`src/hw/rtl/cnlc_pkg.sv`:
```
// ----------------------------------------------------------------------------
// cnlc_pkg: shared types and helpers for the C numeric literal classifier
// Character codes, phase/radix/kind/cause encodings, state and result
// structs, and the digit and exponent-mark decoders.
// ----------------------------------------------------------------------------
`default_nettype none

package cnlc_pkg;

	localparam int VALUE_BITS = 64;   // accumulator width, 16..64
	localparam int OUT_BITS   = 64;   // width of the value port

	localparam logic [7:0] CASE_BIT = 8'h20;  // folds ASCII letters to lower case
	localparam logic [7:0] CH_0     = 8'h30;
	localparam logic [7:0] CH_1     = 8'h31;
	localparam logic [7:0] CH_7     = 8'h37;
	localparam logic [7:0] CH_9     = 8'h39;
	localparam logic [7:0] CH_DOT   = 8'h2E;
	localparam logic [7:0] CH_PLUS  = 8'h2B;
	localparam logic [7:0] CH_MINUS = 8'h2D;
	localparam logic [7:0] CH_A     = 8'h61;
	localparam logic [7:0] CH_B     = 8'h62;
	localparam logic [7:0] CH_E     = 8'h65;
	localparam logic [7:0] CH_F     = 8'h66;
	localparam logic [7:0] CH_I     = 8'h69;
	localparam logic [7:0] CH_L     = 8'h6C;
	localparam logic [7:0] CH_P     = 8'h70;
	localparam logic [7:0] CH_U     = 8'h75;
	localparam logic [7:0] CH_X     = 8'h78;

	localparam logic [4:0] DIGIT_NONE = 5'd16;

	typedef enum logic [3:0] {
		PH_START      = 4'd0,
		PH_ZERO       = 4'd1,
		PH_INT        = 4'd2,
		PH_FRAC_FIRST = 4'd3,
		PH_FRAC       = 4'd4,
		PH_EXP_START  = 4'd5,
		PH_EXP        = 4'd6,
		PH_FSUF       = 4'd7,
		PH_ISUF       = 4'd8,
		PH_ERR        = 4'd9
	} phase_t;

	typedef enum logic [1:0] {
		RX_DEC = 2'd0,
		RX_BIN = 2'd1,
		RX_OCT = 2'd2,
		RX_HEX = 2'd3
	} radix_t;

	typedef enum logic [3:0] {
		K_ERR    = 4'd0,
		K_INT    = 4'd1,
		K_DOUBLE = 4'd2,
		K_FLOAT  = 4'd3,
		K_LONG   = 4'd4,
		K_LLONG  = 4'd5,
		K_ULONG  = 4'd6,
		K_ULLONG = 4'd7,
		K_UINT   = 4'd8
	} kind_t;

	typedef enum logic [3:0] {
		CE_NONE      = 4'd0,
		CE_PREFIX    = 4'd1,
		CE_OCTAL     = 4'd2,
		CE_BINARY    = 4'd3,
		CE_EXPONENT  = 4'd4,
		CE_SUFFIX    = 4'd5,
		CE_DUPLICATE = 4'd6,
		CE_FRACTION  = 4'd7,
		CE_FIRST     = 4'd8
	} cause_t;

	typedef struct packed {
		phase_t                  phase;
		radix_t                  radix;
		logic [VALUE_BITS-1:0]   acc;
		kind_t                   kind;
		cause_t                  cause;
		logic                    digits_seen;
	} state_t;

	typedef struct packed {
		kind_t                 kind;
		logic [OUT_BITS-1:0]   value;
		cause_t                cause;
	} result_t;

	localparam state_t STATE_RST = '{
		phase:       PH_START,
		radix:       RX_DEC,
		acc:         '0,
		kind:        K_INT,
		cause:       CE_NONE,
		digits_seen: 1'b0
	};

	// digit value in the given radix, DIGIT_NONE if not a digit
	function automatic logic [4:0] digit_of(input logic [7:0] ch, input radix_t rx);
		logic [7:0] lc;
		logic [4:0] d;
		lc = ch | CASE_BIT;
		d  = DIGIT_NONE;
		if (ch >= CH_0 && ch <= CH_9)
			d = 5'(ch - CH_0);
		else if (rx == RX_HEX && lc >= CH_A && lc <= CH_F)
			d = 5'(lc - CH_A + 8'd10);
		if (rx == RX_BIN && d > 5'd1)
			d = DIGIT_NONE;
		if (rx == RX_OCT && d > 5'd7)
			d = DIGIT_NONE;
		return d;
	endfunction

	function automatic logic is_exp_mark(input logic [7:0] ch, input radix_t rx);
		logic [7:0] lc;
		lc = ch | CASE_BIT;
		return (lc == CH_P) || (rx != RX_HEX && lc == CH_E);
	endfunction

endpackage

`default_nettype wire

```
`src/hw/rtl/cnlc_step.sv`:
```
// ----------------------------------------------------------------------------
// cnlc_step: per-character update of the literal scanner
// Combinational next-state logic for one character, plus the closing checks
// and result formatting used when the character ends the literal.
// ----------------------------------------------------------------------------
`default_nettype none

module cnlc_step (
	input  wire logic [7:0]        ch,
	input  wire cnlc_pkg::state_t  cur,
	output cnlc_pkg::state_t       nxt,
	output cnlc_pkg::result_t      res
);

	localparam int VB = cnlc_pkg::VALUE_BITS;

	logic [7:0]    lc;
	logic [4:0]    dv;
	logic          is_dec;
	logic [VB-1:0] scaled;

	assign lc     = ch | cnlc_pkg::CASE_BIT;
	assign dv     = cnlc_pkg::digit_of(ch, cur.radix);
	assign is_dec = (ch >= cnlc_pkg::CH_0) && (ch <= cnlc_pkg::CH_9);

	// U/L suffix folding on the integer kind
	function automatic cnlc_pkg::state_t int_suffix(input cnlc_pkg::state_t s);
		cnlc_pkg::state_t n;
		n       = s;
		n.phase = cnlc_pkg::PH_ISUF;
		if (lc == cnlc_pkg::CH_L) begin
			unique case (s.kind)
				cnlc_pkg::K_INT:   n.kind = cnlc_pkg::K_LONG;
				cnlc_pkg::K_LONG:  n.kind = cnlc_pkg::K_LLONG;
				cnlc_pkg::K_UINT:  n.kind = cnlc_pkg::K_ULONG;
				cnlc_pkg::K_ULONG: n.kind = cnlc_pkg::K_ULLONG;
				default: begin
					n.phase = cnlc_pkg::PH_ERR;
					n.cause = cnlc_pkg::CE_DUPLICATE;
				end
			endcase
		end else if (lc == cnlc_pkg::CH_U) begin
			unique case (s.kind)
				cnlc_pkg::K_INT:   n.kind = cnlc_pkg::K_UINT;
				cnlc_pkg::K_LONG:  n.kind = cnlc_pkg::K_ULONG;
				cnlc_pkg::K_LLONG: n.kind = cnlc_pkg::K_ULLONG;
				default: begin
					n.phase = cnlc_pkg::PH_ERR;
					n.cause = cnlc_pkg::CE_DUPLICATE;
				end
			endcase
		end else begin
			n.phase = cnlc_pkg::PH_ERR;
			n.cause = cnlc_pkg::CE_SUFFIX;
		end
		return n;
	endfunction

	function automatic cnlc_pkg::state_t float_suffix(input cnlc_pkg::state_t s);
		cnlc_pkg::state_t n;
		n = s;
		if (lc == cnlc_pkg::CH_F) begin
			n.kind  = cnlc_pkg::K_FLOAT;
			n.phase = cnlc_pkg::PH_FSUF;
		end else if (lc == cnlc_pkg::CH_L || lc == cnlc_pkg::CH_I) begin
			n.phase = cnlc_pkg::PH_FSUF;
		end else begin
			n.phase = cnlc_pkg::PH_ERR;
			n.cause = cnlc_pkg::CE_SUFFIX;
		end
		return n;
	endfunction

	always_comb begin
		unique case (cur.radix)
			cnlc_pkg::RX_DEC: scaled = (cur.acc << 3) + (cur.acc << 1);
			cnlc_pkg::RX_BIN: scaled = cur.acc << 1;
			cnlc_pkg::RX_OCT: scaled = cur.acc << 3;
			cnlc_pkg::RX_HEX: scaled = cur.acc << 4;
		endcase
	end

	always_comb begin
		nxt = cur;
		unique case (cur.phase)
			cnlc_pkg::PH_START: begin
				if (ch == cnlc_pkg::CH_0) begin
					nxt.phase = cnlc_pkg::PH_ZERO;
				end else if (is_dec) begin
					nxt.radix = cnlc_pkg::RX_DEC;
					nxt.acc   = VB'(dv[3:0]);
					nxt.phase = cnlc_pkg::PH_INT;
				end else if (ch == cnlc_pkg::CH_DOT) begin
					nxt.radix = cnlc_pkg::RX_DEC;
					nxt.kind  = cnlc_pkg::K_DOUBLE;
					nxt.phase = cnlc_pkg::PH_FRAC_FIRST;
				end else begin
					nxt.phase = cnlc_pkg::PH_ERR;
					nxt.cause = cnlc_pkg::CE_FIRST;
				end
			end
			cnlc_pkg::PH_ZERO: begin
				if (lc == cnlc_pkg::CH_B) begin
					nxt.radix = cnlc_pkg::RX_BIN;
					nxt.phase = cnlc_pkg::PH_INT;
				end else if (lc == cnlc_pkg::CH_X) begin
					nxt.radix = cnlc_pkg::RX_HEX;
					nxt.phase = cnlc_pkg::PH_INT;
				end else if (ch >= cnlc_pkg::CH_0 && ch <= cnlc_pkg::CH_7) begin
					nxt.radix = cnlc_pkg::RX_OCT;
					nxt.acc   = VB'(ch[2:0]);
					nxt.phase = cnlc_pkg::PH_INT;
				end else if (ch == cnlc_pkg::CH_DOT) begin
					nxt.radix = cnlc_pkg::RX_DEC;
					nxt.kind  = cnlc_pkg::K_DOUBLE;
					nxt.phase = cnlc_pkg::PH_FRAC_FIRST;
				end else begin
					nxt.phase = cnlc_pkg::PH_ERR;
					nxt.cause = cnlc_pkg::CE_PREFIX;
				end
			end
			cnlc_pkg::PH_INT: begin
				if (!dv[4]) begin
					nxt.acc = scaled + VB'(dv[3:0]);
				end else if (cur.radix == cnlc_pkg::RX_BIN) begin
					nxt.phase = cnlc_pkg::PH_ERR;
					nxt.cause = cnlc_pkg::CE_BINARY;
				end else if (cur.radix == cnlc_pkg::RX_OCT) begin
					nxt.phase = cnlc_pkg::PH_ERR;
					nxt.cause = cnlc_pkg::CE_OCTAL;
				end else if (ch == cnlc_pkg::CH_DOT) begin
					nxt.kind  = cnlc_pkg::K_DOUBLE;
					nxt.phase = cnlc_pkg::PH_FRAC_FIRST;
				end else if (cnlc_pkg::is_exp_mark(ch, cur.radix)) begin
					nxt.kind        = cnlc_pkg::K_DOUBLE;
					nxt.digits_seen = 1'b0;
					nxt.phase       = cnlc_pkg::PH_EXP_START;
				end else begin
					nxt = int_suffix(cur);
				end
			end
			cnlc_pkg::PH_FRAC_FIRST, cnlc_pkg::PH_FRAC: begin
				if (!dv[4]) begin
					nxt.phase = cnlc_pkg::PH_FRAC;
				end else if (cnlc_pkg::is_exp_mark(ch, cur.radix)) begin
					nxt.digits_seen = 1'b0;
					nxt.phase       = cnlc_pkg::PH_EXP_START;
				end else begin
					nxt = float_suffix(cur);
				end
			end
			cnlc_pkg::PH_EXP_START, cnlc_pkg::PH_EXP: begin
				if (is_dec) begin
					nxt.digits_seen = 1'b1;
					nxt.phase       = cnlc_pkg::PH_EXP;
				end else if (cur.phase == cnlc_pkg::PH_EXP_START &&
						(ch == cnlc_pkg::CH_PLUS || ch == cnlc_pkg::CH_MINUS)) begin
					nxt.phase = cnlc_pkg::PH_EXP;
				end else if (!cur.digits_seen) begin
					nxt.phase = cnlc_pkg::PH_ERR;
					nxt.cause = cnlc_pkg::CE_EXPONENT;
				end else begin
					nxt = float_suffix(cur);
				end
			end
			cnlc_pkg::PH_FSUF: begin
				nxt.phase = cnlc_pkg::PH_ERR;
				if (lc == cnlc_pkg::CH_F || lc == cnlc_pkg::CH_L || lc == cnlc_pkg::CH_I)
					nxt.cause = cnlc_pkg::CE_DUPLICATE;
				else
					nxt.cause = cnlc_pkg::CE_SUFFIX;
			end
			cnlc_pkg::PH_ISUF: begin
				nxt = int_suffix(cur);
			end
			default: begin
				nxt = cur;
			end
		endcase
	end

	// closing checks: a literal that ends on its dot, or an exponent without digits
	always_comb begin
		cnlc_pkg::phase_t ph;
		cnlc_pkg::cause_t ce;
		ph = nxt.phase;
		ce = nxt.cause;
		if (nxt.phase == cnlc_pkg::PH_FRAC_FIRST) begin
			ph = cnlc_pkg::PH_ERR;
			ce = cnlc_pkg::CE_FRACTION;
		end else if (nxt.phase == cnlc_pkg::PH_EXP_START ||
				(nxt.phase == cnlc_pkg::PH_EXP && !nxt.digits_seen)) begin
			ph = cnlc_pkg::PH_ERR;
			ce = cnlc_pkg::CE_EXPONENT;
		end
		if (ph == cnlc_pkg::PH_ERR) begin
			res.kind  = cnlc_pkg::K_ERR;
			res.value = '0;
			res.cause = ce;
		end else begin
			res.kind  = nxt.kind;
			res.cause = cnlc_pkg::CE_NONE;
			if (nxt.kind == cnlc_pkg::K_DOUBLE || nxt.kind == cnlc_pkg::K_FLOAT)
				res.value = '0;
			else
				res.value = cnlc_pkg::OUT_BITS'(nxt.acc);
		end
	end

endmodule

`default_nettype wire

```
`src/hw/rtl/c_numeric_literal_classifier.sv`:
```
// Result path: a final character passes the input stage (s1), then the result register (res_q).
// Throughput: one character per cycle unless a blocked result stalls input; the scanner state is registered.
// A result that waits on out_ready stalls input only when the next final char arrives.
// Reset (arst_n low, asynchronous): input and result stages empty, scanner at the
// start of a literal. After each final character the scanner returns to that state.
// ----------------------------------------------------------------------------
// c_numeric_literal_classifier: C numeric literal lexer
// Scans one preprocessing number per sequence of characters and reports its
// kind, integer value and error cause on the final character.
// ----------------------------------------------------------------------------
`default_nettype none

module c_numeric_literal_classifier (
	input  wire logic        clk,
	input  wire logic        arst_n,
	input  wire logic        in_valid,
	output logic             in_ready,
	input  wire logic [7:0]  character_code,
	input  wire logic        is_last,
	output logic             out_valid,
	input  wire logic        out_ready,
	output logic [3:0]       kind,
	output logic [63:0]      value,
	output logic [3:0]       error_cause
);

	logic               valid_s1;
	logic [7:0]         ch_s1;
	logic               last_s1;
	logic               go_s1;
	logic               in_xfer;
	cnlc_pkg::state_t   state_q;
	cnlc_pkg::state_t   state_nxt;
	cnlc_pkg::result_t  res_nxt;
	cnlc_pkg::result_t  res_q;
	logic               out_valid_q;

	// stage 1 drains unless it holds a final char and the result slot is full and not being taken
	assign go_s1    = valid_s1 && (!last_s1 || !out_valid_q || out_ready);
	assign in_ready = !valid_s1 || go_s1;
	assign in_xfer  = in_valid && in_ready;

	always_ff @(posedge clk or negedge arst_n) begin
		if (!arst_n) begin
			valid_s1 <= 1'b0;
		end else if (in_ready) begin
			valid_s1 <= in_valid;
		end
	end

	always_ff @(posedge clk) begin
		if (in_xfer) begin
			ch_s1   <= character_code;
			last_s1 <= is_last;
		end
	end

	cnlc_step u_step (
		.ch  (ch_s1),
		.cur (state_q),
		.nxt (state_nxt),
		.res (res_nxt)
	);

	always_ff @(posedge clk or negedge arst_n) begin
		if (!arst_n) begin
			state_q <= cnlc_pkg::STATE_RST;
		end else if (go_s1) begin
			state_q <= last_s1 ? cnlc_pkg::STATE_RST : state_nxt;
		end
	end

	always_ff @(posedge clk or negedge arst_n) begin
		if (!arst_n) begin
			out_valid_q <= 1'b0;
		end else if (go_s1 && last_s1) begin
			out_valid_q <= 1'b1;
		end else if (out_ready) begin
			out_valid_q <= 1'b0;
		end
	end

	always_ff @(posedge clk) begin
		if (go_s1 && last_s1) begin
			res_q <= res_nxt;
		end
	end

	assign out_valid   = out_valid_q;
	assign kind        = res_q.kind;
	assign value       = res_q.value;
	assign error_cause = res_q.cause;

`ifndef SYNTHESIS
	a_err_has_cause: assert property (@(posedge clk) disable iff (!arst_n)
		out_valid && kind == cnlc_pkg::K_ERR |-> error_cause != cnlc_pkg::CE_NONE)
		else $error("error result without a cause");

	a_ok_no_cause: assert property (@(posedge clk) disable iff (!arst_n)
		out_valid && kind != cnlc_pkg::K_ERR |-> error_cause == cnlc_pkg::CE_NONE)
		else $error("cause reported on a good result");

	a_float_zero: assert property (@(posedge clk) disable iff (!arst_n)
		out_valid && (kind == cnlc_pkg::K_DOUBLE || kind == cnlc_pkg::K_FLOAT)
		|-> value == '0)
		else $error("floating kind with nonzero value");

	a_restart: assert property (@(posedge clk) disable iff (!arst_n)
		go_s1 && last_s1 |=> state_q == cnlc_pkg::STATE_RST)
		else $error("scanner not back at start after final char");

	a_stall_cause: assert property (@(posedge clk) disable iff (!arst_n)
		!in_ready |-> valid_s1 && last_s1 && out_valid_q && !out_ready)
		else $error("input stalled without a blocked result");
`endif

endmodule

`default_nettype wire
```
`config.mk`:
```
export PLATFORM = sky130hd
export DESIGN_NAME = c_numeric_literal_classifier
export DESIGN_NICKNAME = d
export VERILOG_FILES = /design/src/hw/rtl/cnlc_pkg.sv /design/src/hw/rtl/cnlc_step.sv /design/src/hw/rtl/c_numeric_literal_classifier.sv
export SDC_FILE = /design/constraint.sdc
export NUM_CORES = 1
export LEC_CHECK = 0
export BUFFER_PORTS_ARGS = -buffer_cell sky130_fd_sc_hd__buf_2
export CELL_PAD_IN_SITES_DETAIL_PLACEMENT = 1
export CELL_PAD_IN_SITES_GLOBAL_PLACEMENT = 1
export CORE_AREA = 5 5 192 194
export DETAILED_ROUTE_END_ITERATION = 12
export DIE_AREA = 0 0 197 199
export PLACE_DENSITY_LB_ADDON = 0.08
export SYNTH_ARGS = -nofsm -noshare
export SYNTH_HDL_FRONTEND = slang
export SYNTH_SLANG_ARGS = --single-unit
```
`constraint.sdc`:
```
create_clock -name clk -period 5.65 [get_ports clk]
set_input_delay 0.8475 -clock clk [delete_from_list [all_inputs] [get_ports clk]]
set_output_delay 0.8475 -clock clk [all_outputs]
set_load 0.02 [all_outputs]
```
; After elaboration in Yosys (flattened, before gate mapping)
; Cells that the tools add are included.
[word_totals]
regBits = 162
output_inout_bits = 74
wordCells = 184
[classes]
add_sub_neg = 5
magnitude_cmp = 7
n_eq_ne = 40
muxes = 80
bitwise_logic = 1
n_reduce_logical = 37
[op_table]
columns = op, count
row1 = 70-bit one-hot mux with 6 select lines, 1
row2 = 64-bit one-hot mux with 4 select lines, 1
row3 = 64-bit two-way mux, 3
row4 = 4-bit two-way mux, 36
row5 = 72-bit two-way mux, 2
row6 = 79-bit two-way mux, 1
row7 = 74-bit two-way mux, 1
row8 = 64-bit by 4-bit adder with 64-bit output, 1
row9 = 64-bit adder, 1
row10 = "7-bit by 6-bit equality test with 1-bit output, second input constant", 8
row11 = 4-bit one-hot mux with 7 select lines, 2
row12 = 8-bit two-way mux, 5
row13 = "4-bit by 3-bit equality test with 1-bit output, second input constant", 9
row14 = "8-bit by 6-bit equality test with 1-bit output, second input constant", 4
row15 = 6-bit two-way mux, 5
row16 = 9-bit two-way mux, 3
row17 = 5-bit two-way mux, 5
row18 = "4-bit by 2-bit equality test with 1-bit output, second input constant", 5
row19 = "8-bit by 6-bit less-or-equal comparator with 1-bit output, second input constant", 2
row20 = 4-bit one-hot mux with 4 select lines, 1
row21 = "4-bit equality test, second input constant", 3
row22 = 1-bit logical AND, 12
row23 = 4-bit one-hot mux with 3 select lines, 1
row24 = 1-bit logical OR, 10
row25 = 27 further kinds, 48

; Logic depth before layout (Yosys ltp)
; Gate-level depths: netlist (run 1).
[logic_depth]
word_depth = 21
depth_mapped = 23

; Hierarchy
; Synthesis (run 1) repeated with hierarchy kept, for this count alone.
[unflattened]
hier_cells = 2264
area_unflattened_um2 = 17719.5
[modules_own_cells]
columns = mod, instances, cells_per_inst, area_per_inst_um2, seq_area_each_um2
row1 = cnlc_step, 1, 1727, 10771.6, 0.0
row2 = c_numeric_literal_classifier, 1, 537, 6947.9, 4460.5

; Worst setup path before layout (run 1)
; No wires, ideal clock.
[synth_path]
kind = flip-flop to flip-flop
from = reg state_q[73] (netlist bit)
to = reg res_q (netlist bit value[57]), data pin
t_arrival_ns = 4.947
required_ns = 5.394
slack_ns = 0.447
stages_incl_launch_ff = 23
path_buffers = 10
synth_period_minus_slack_ns = 5.203
cell_sequence = dfrtp_1 > buf_4 > buf_6 > buf_6 > buf_2 > buf_4 > buf_2 > buf_2 > buf_2 > buf_1 > clkbuf_1 > mux2i_1 > o21ai_0 > ha_1 > nor2b_1 > o21ai_0 > nand2b_1 > nor4_2 > nand4_1 > or2_1 > nor4_2 > xor2_1 > a22o_1
[synth_between]
elab_chain_len = 20
elab_cells_between_ends = 54
[synth_rtl]
columns = item, line
row1 = start: declaration, c_numeric_literal_classifier.sv:32  ; cnlc_pkg::state_t state_q;
row2 = start signal: assignment, c_numeric_literal_classifier.sv:67  ; state_q <= cnlc_pkg::STATE_RST;
row3 = start signal: assignment, c_numeric_literal_classifier.sv:69  ; state_q <= last_s1 ? cnlc_pkg::STATE_RST : state_nxt;
row4 = "parallel branches: the longest is 20 deep, another holds 64-bit by 4-bit adder with 64-bit output", --
row5 = end signal: assignment, c_numeric_literal_classifier.sv:85  ; res_q <= res_nxt;
row6 = end: declaration, c_numeric_literal_classifier.sv:35  ; cnlc_pkg::result_t res_q;
; Several ways; the timed one is not identified. The select of a mux whose other input is x is not followed.
; A chain may end at the register's enable or synchronous reset.

; Final worst setup path (run 1)
[layout_path]
from = reg ch_s1[0]
to = reg res_q (netlist bit value[57]), data pin
[layout_between]
elab_chain_len = 20
elab_cells_between_ends = 101
[layout_rtl]
columns = item, line
row1 = start: declaration, c_numeric_literal_classifier.sv:28  ; logic [7:0] ch_s1;
row2 = start signal: assignment, c_numeric_literal_classifier.sv:53  ; ch_s1 <= character_code;
row3 = "parallel branches: the longest is 20 deep, another holds 64-bit by 4-bit adder with 64-bit output", --
; Several ways; the timed one is not identified. The select of a mux whose other input is x is not followed.

==> impl_metrics.env, run 1 <==
export IMPL_status="complete, no violations"
export IMPL_ctsHtreeMaxLevel=4
export IMPL_cts_buffer_depth=2
export IMPL_gr_usage_all_layers=0.345
export IMPL_gp_congestion=1.02
export IMPL_antenna_found_initial=1
export IMPL_ys_warn_count=0
export IMPL_avgSynthCellArea_um2=7.93
export IMPL_cts_buffers=17
export IMPL_die_y_um=199
export IMPL_io_pin_count=87
export IMPL_worst_path_most_repeated_cell="nand2_1"
export IMPL_synth_seq_area_share=0.271
export IMPL_num_rows=69
export IMPL_maxCapViolations=0
export IMPL_crit_type="reg -> reg"
export IMPL_rrSetupSlack_ns=0.34
export IMPL_ff2ff_path_depth=22
export IMPL_die_w_um=197
export IMPL_path_cells="inv_1 > ha_1 > nor3b_2 > a2111oi_4 > nand2b_2 > nand2_1 > nand2_1 > nand2_1 > nor2_1 > ha_1 > inv_1 > fa_1 > nor2b_1 > o21ai_0 > nand2b_1 > nor4_2 > nand4_1 > buf_4 > or2_1 > nor4_2 > xor2_1 > a22o_1"
export IMPL_power_density_nw_per_um2=216
export IMPL_dr_pass1_iters=7
export IMPL_cts_tree="done"
export IMPL_power_leakage_nw=6.84
export IMPL_clkLatencyLatePin_ns=0.45
export IMPL_tns_ns=0
export IMPL_routed_wl_um=69100
export IMPL_grt_pass1_vias=18000
export IMPL_setup_worst_path_start_class="flip-flop"
export IMPL_vias=17800
export IMPL_syn_instance_count=2078
export IMPL_syn_nets=2160
export IMPL_grt_ovfl_total=0
export IMPL_finalHoldViolCount=0
export IMPL_worst_slack_ns=0.337
export IMPL_synth_edf_count=81
export IMPL_endpoint_kind="flip-flop"
export IMPL_hold_class="in -> async"
export IMPL_drc=0
export IMPL_ys_ff_latch=162
export IMPL_antenna_cells=0
export IMPL_wire_per_inst_um=26.8
export IMPL_cts_sinks=162
export IMPL_cp_arrival_ns=5.51
export IMPL_areaGrowthSynthToFinish_pct=8.89
export IMPL_cpPeakStageDelay_ns=0.50
export IMPL_peakVddDrop_uv=323
export IMPL_syn_cell_area_um2=16500
export IMPL_finalClockSkew_ns=0.0161
export IMPL_drt_initial_drc_count=1462
export IMPL_place_inst=2548
export IMPL_async_flop_share=0.500
export IMPL_port_buffers=86
export IMPL_yosysUniqueCellTypes=119
export IMPL_setup_viol=0
export IMPL_cts_root_buf="clkbuf_16"
export IMPL_grt_start_max_net_pins=117
export IMPL_final_nets=2189
export IMPL_worst_ep_required_time_ns=5.85
export IMPL_antenna_left=0
export IMPL_hpwl_um=53000
export IMPL_worst_pin_slew_ns=1.35
export IMPL_fmax_ghz=0.188
export IMPL_layout_cells_non_filler=2581
export IMPL_slew_viol_final=0
export IMPL_worst_path_max_delay_cell="edfxtp_1"
export IMPL_period_share=0.940
export IMPL_coreArea_um2=35100
export IMPL_viasPerCell=6.88
export IMPL_utilization=0.512
export IMPL_period_minus_slack_ns=5.31
export IMPL_cts_hold_buf=0
export IMPL_dp_slack_ns=0.121
export IMPL_path_clk_slew_ns=0.07
export IMPL_synthFlopType="edfxtp_1"
export IMPL_grt_pass1_wl_um=106000
export IMPL_r2r_start="ch_s1[0]"
export IMPL_slew_headroom=0.0981
export IMPL_initial_core_util=0.470
export IMPL_final_layout_size_suffix_gt1_frac=0.132
export IMPL_cp_max_fo=7
export IMPL_timing_rr_end="value[57]"
export IMPL_dieArea_um2=39200
[registers in the layout, indices dropped and copies added (netlist names)]
signal / cells
ch_s1: 8
valid_s1: 1
error_cause: 4
out_valid: 1
last_s1: 1
value: 64
state_q: 79
kind: 4
[report_power, final]
part           total (mW)  leakage [nW]  switching [mW]  internal, mW
Combinational        1.29          4.67           0.922         0.370
Clock                1.17         0.273           0.543         0.630
Sequential           1.41          1.90          0.0837          1.32
[final cells by class]
type | count | area, µm²
Fill cell | 4337 | 17100
Multi-Input combinational cell | 1736 | 11300
Sequential cell | 162 | 4470
Timing Repair Buffer | 147 | 903
Tap cell | 461 | 577
Clock buffer | 20 | 447
Inverter | 43 | 163
Clock inverter | 12 | 124
[repair_timing]
item                                    CTS  global route
setup buffers                             0             1
endpoints found under the setup margin    0            35
resized for setup                         0             4
[synthesized netlist by cell type, types with 22 or more instances]
cell	n	area [µm²]
a21o_1	27	203
a21oi_1	166	831
a22o_1	50	438
a22oi_1	37	278
a31oi_1	28	175
buf_2	51	255
clkbuf_1	66	248
dfrtp_1	80	2000
edfxtp_1	81	2430
ha_1	67	838
inv_1	43	161
mux2i_1	40	400
nand2_1	236	886
nand2b_1	26	163
nand3_1	48	240
nand4_1	52	325
nor2_1	194	728
nor2b_1	22	138
nor3_1	66	330
o21a_1	23	173
o21ai_0	153	766
o21ai_1	23	115
or3_1	24	150
xnor2_1	42	368
xor2_1	38	333
[logic make-up after synthesis]
group	synth area share
simple gates	0.245
compound gates	0.300
buf+inv	0.0481
flops	0.271
xor+xnor	0.0425
fa+ha+maj	0.0539
mux	0.0400
[critical path: cells and delay by family, from the launching register on]
family / cells / cell delay [ns]
compound gates: 3 / 0.76
fa+ha+maj: 3 / 0.87
simple gates: 12 / 2.44
buf+inv: 3 / 0.37
flops: 1 / 0.50
xor+xnor: 1 / 0.13
[layout by cell type, fill, tap and decap left out, types with 12 or more instances in the layout]
master     netlist  routed
a22o_1          50      50
buf_2           51      85
a21oi_1        166     166
o21ai_1         23      23
nor4_1          21      21
nor3_1          66      65
o21a_1          23      23
ha_1            67      67
xnor2_1         42      42
and3_1          19      19
clkbuf_16        0      17
or2_2           11      12
mux2i_1         40      40
o31ai_1         13      13
nand2_1        236     236
a22oi_1         37      37
a31oi_1         28      28
nand4_1         52      52
dfrtp_1         80      78
nand2b_1        26      25
nor2_1         194     192
a21o_1          27      27
o211ai_1        18      18
or4_1           13      13
o21ai_0        153     153
nor3b_1         12      12
or3_1           24      24
buf_4            6      61
nand3_1         48      48
a211oi_1        20      19
xor2_1          38      38
inv_1           43      42
edfxtp_1        81      81
o22ai_1         20      20
nor2b_1         22      22
[worst max-delay path by stage]
stage                           end         from  cells after the start  slack, ns
after detailed placement  value[59]     ch_s1[0]                     21       0.12
after global placement    value[55]     ch_s1[0]                     20       0.35
final                     value[57]     ch_s1[0]                     22       0.34
after global routing      value[33]     ch_s1[1]                     22      -0.01
after floorplan           value[57]  state_q[73]                     22       0.45
after CTS                 value[59]     ch_s1[0]                     21       0.11
[per-layer routing]
| layer | GRT usage | vias up | share of wire |
|---|---|---|---|
| met1 | 0.450 | 8926 | 0.42 |
| met5 | 0 | - | 0 |
| li1 | - | 7953 | - |
| met4 | 0.157 | 0 | 0.049 |
| met3 | 0.0393 | 184 | 0.059 |
| met2 | 0.577 | 706 | 0.47 |
[through the flow]
stage          hold slack, ns  total power [mW]  area, µm²
2_1_floorplan           0.450              2.26      16500
3_3_place_gp            0.469              2.66      17300
3_5_place_dp            0.511              2.69      17300
4_1_cts                 0.480              3.86      17900
5_1_grt                 0.504              4.04      17900
6_report                0.468              3.87      17900
Power figures use the tool's default switching activity.
==> inputs of run 2 (changes only) <==
--- a/config.mk
+++ b/config.mk
@@ -6,11 +6,12 @@
 export NUM_CORES = 1
 export LEC_CHECK = 0
 export BUFFER_PORTS_ARGS = -buffer_cell sky130_fd_sc_hd__buf_2
-export CELL_PAD_IN_SITES_DETAIL_PLACEMENT = 1
+export CELL_PAD_IN_SITES_DETAIL_PLACEMENT = 0
 export CELL_PAD_IN_SITES_GLOBAL_PLACEMENT = 1
-export CORE_AREA = 5 5 192 194
+export CORE_AREA = 5 5 209 211
+export CTS_BUF_LIST = sky130_fd_sc_hd__clkbuf_4 sky130_fd_sc_hd__clkbuf_8
 export DETAILED_ROUTE_END_ITERATION = 12
-export DIE_AREA = 0 0 197 199
+export DIE_AREA = 0 0 214 216
 export PLACE_DENSITY_LB_ADDON = 0.08
 export SYNTH_ARGS = -nofsm -noshare
 export SYNTH_HDL_FRONTEND = slang
==> run 2 against run 1 <==
- wire length down 2.0%
- clock skew up 0.012 ns
- critical path type unchanged
- power down 6.2%
- highest routed layer unchanged
==> impl_metrics.env, run 2 (synthesized netlist as in run 1, its figures left out) <==
export IMPL_path_delay_family="simple AND/OR/NAND/NOR gates"
export IMPL_cts_buffers=17
export IMPL_gp_congestion=0.984
export IMPL_power_leakage_nw=6.79
export IMPL_ff2ff_path_depth=22
export IMPL_cp_max_fo=8
export IMPL_path_clk_slew_ns=0.12
export IMPL_worst_pin_slew_ns=1.14
export IMPL_crit_type="reg -> reg"
export IMPL_cpPeakStageDelay_ns=0.51
export IMPL_largest_reg_flops=79
export IMPL_rrSetupSlack_ns=0.45
export IMPL_hpwl_um=52500
export IMPL_fmax_ghz=0.192
export IMPL_ctsHtreeMaxLevel=4
export IMPL_path_depth=22
export IMPL_layout_commonest_cell="nand2_1"
export IMPL_maxCapViolations=0
export IMPL_top_register="state_q"
export IMPL_grt_start_max_net_pins=50
export IMPL_power_density_nw_per_um2=203
export IMPL_hold_ws_ns=0.373
export IMPL_grt_pass1_vias=16300
export IMPL_swShare=0.420
export IMPL_grt_ovfl_total=0
export IMPL_cp_arrival_ns=5.46
export IMPL_period_minus_slack_ns=5.20
export IMPL_drt_initial_drc_count=1830
export IMPL_vias=17000
export IMPL_timing_rr_end="value[57]"
export IMPL_r2r_start="ch_s1[1]"
export IMPL_grt_pass1_wl_um=102000
export IMPL_port_buffers=86
export IMPL_viasPerCell=6.39
export IMPL_cts_root_buf="clkbuf_8"
export IMPL_clkLatencyLatePin_ns=0.52
export IMPL_hold_class="in -> async"
export IMPL_layout_cells_non_filler=2665
export IMPL_antenna_cells=0
export IMPL_path_buf_inv=3
export IMPL_cts_tree="done"
export IMPL_routed_wl_um=67700
export IMPL_period_share=0.920
export IMPL_antenna_found_initial=0
export IMPL_p_int_mw=2.11
export IMPL_cts_buffer_depth=2
export IMPL_areaGrowthSynthToFinish_pct=8.62
export IMPL_die_w_um=214
export IMPL_initial_core_util=0.396
export IMPL_endpoint_kind="flip-flop"
export IMPL_mostFrequentLayoutCells="236 x nand2_1, 192 x nor2_1, 166 x a21oi_1"
export IMPL_drc=0
export IMPL_gr_usage_all_layers=0.281
export IMPL_dp_slack_ns=0.299
export IMPL_num_rows=75
export IMPL_dr_pass1_iters=6
export IMPL_worst_path_most_repeated_cell="nand2_1"
export IMPL_die_y_um=216
export IMPL_peakVddDrop_uv=219
export IMPL_wire_per_inst_um=25.4
export IMPL_cts_hold_buf=0
export IMPL_worst_path_max_delay_cell="edfxtp_1"
export IMPL_dieArea_um2=46200
export IMPL_io_pin_count=87
export IMPL_fin_area_um2=17900
export IMPL_setup_worst_path_start_class="flip-flop"
export IMPL_status="complete, no violations"
export IMPL_worst_slack_ns=0.453
export IMPL_final_layout_size_suffix_gt1_frac=0.135
export IMPL_fill_cells=4245
export IMPL_slew_viol_final=0
export IMPL_seq_power_share=0.389
export IMPL_finalClockSkew_ns=0.0277
export IMPL_path_cells="inv_1 > ha_1 > o21bai_1 > o31ai_1 > a211oi_1 > nand2_1 > nand2_1 > nand2_1 > nor2_1 > ha_1 > inv_1 > fa_1 > nor2b_1 > o21ai_0 > nand2b_1 > nor4_2 > nand4_1 > buf_4 > or2_1 > nor4_2 > xor2_1 > a22o_1"
export IMPL_dpl_cell_area_um2=17500
export IMPL_place_inst=2632
export IMPL_coreArea_um2=41600
export IMPL_worst_ep_required_time_ns=5.92
export IMPL_slew_headroom=0.230
export IMPL_final_nets=2195
export IMPL_pwr_share_comb=0.361
export IMPL_setup_viol=0
export IMPL_power_frac_clock=0.250
export IMPL_antenna_left=0
export IMPL_finalHoldViolCount=0
export IMPL_switchingPower_mw=1.53
export IMPL_cts_sinks=162
export IMPL_utilization=0.430
==> run 2: final cells by class <==
class                      count  area [µm²]  share of cell area
sequential                   162        4470               0.250
clock buffer                  19         262              0.0146
inverter                      43         163             0.00909
clock inverter                13         136             0.00762
multi-input combinational   1736       11200               0.628
timing repair buffer         153         948              0.0530
tap                          539         674              0.0377
==> run 2: timing repair <==
action | 4_1_cts | 5_1_grt
endpoints found under the setup margin | 0 | 29
gates resized for setup | 0 | 1
setup buffers | 0 | 1
==> run 2: worst max-delay path by stage <==
stage | slack (ns) | to | from
4_1_cts | 0.24 | value[63] | ch_s1[1]
5_1_grt | -0.003 | value[57] | ch_s1[1]
6_report | 0.45 | value[57] | ch_s1[1]
3_3_place_gp | 0.49 | value[61] | ch_s1[0]
2_1_floorplan | 0.45 | value[57] | state_q[73]
3_5_place_dp | 0.30 | value[63] | ch_s1[1]
==> run 2: metrics by stage <==
stage	TNS, ns	power (mW)
finish	0	3.63
CTS	0	3.65
global route	-0.00287	3.82
detailed placement	0	2.73
global placement	0	2.75
floorplan	0	2.26
==> run 2: routing by layer <==
layer	routed length (µm)	global-route usage	vias up	part of all wire
met1	29700	0.382	8353	0.44
met2	31800	0.466	596	0.47
met3	3770	0.0385	113	0.056
met5	0	0	-	0
li1	-	-	7972	-
met4	2370	0.0925	0	0.035
==> run 2: power groups by stage <==
stage | clock network [mW] | logic (mW) | registers [mW]
floorplan | 0 | 0.838 | 1.42
global placement | 0 | 1.31 | 1.43
detailed placement | 0 | 1.30 | 1.43
CTS | 0.934 | 1.30 | 1.41
global route | 0.986 | 1.41 | 1.42
finish | 0.909 | 1.31 | 1.41
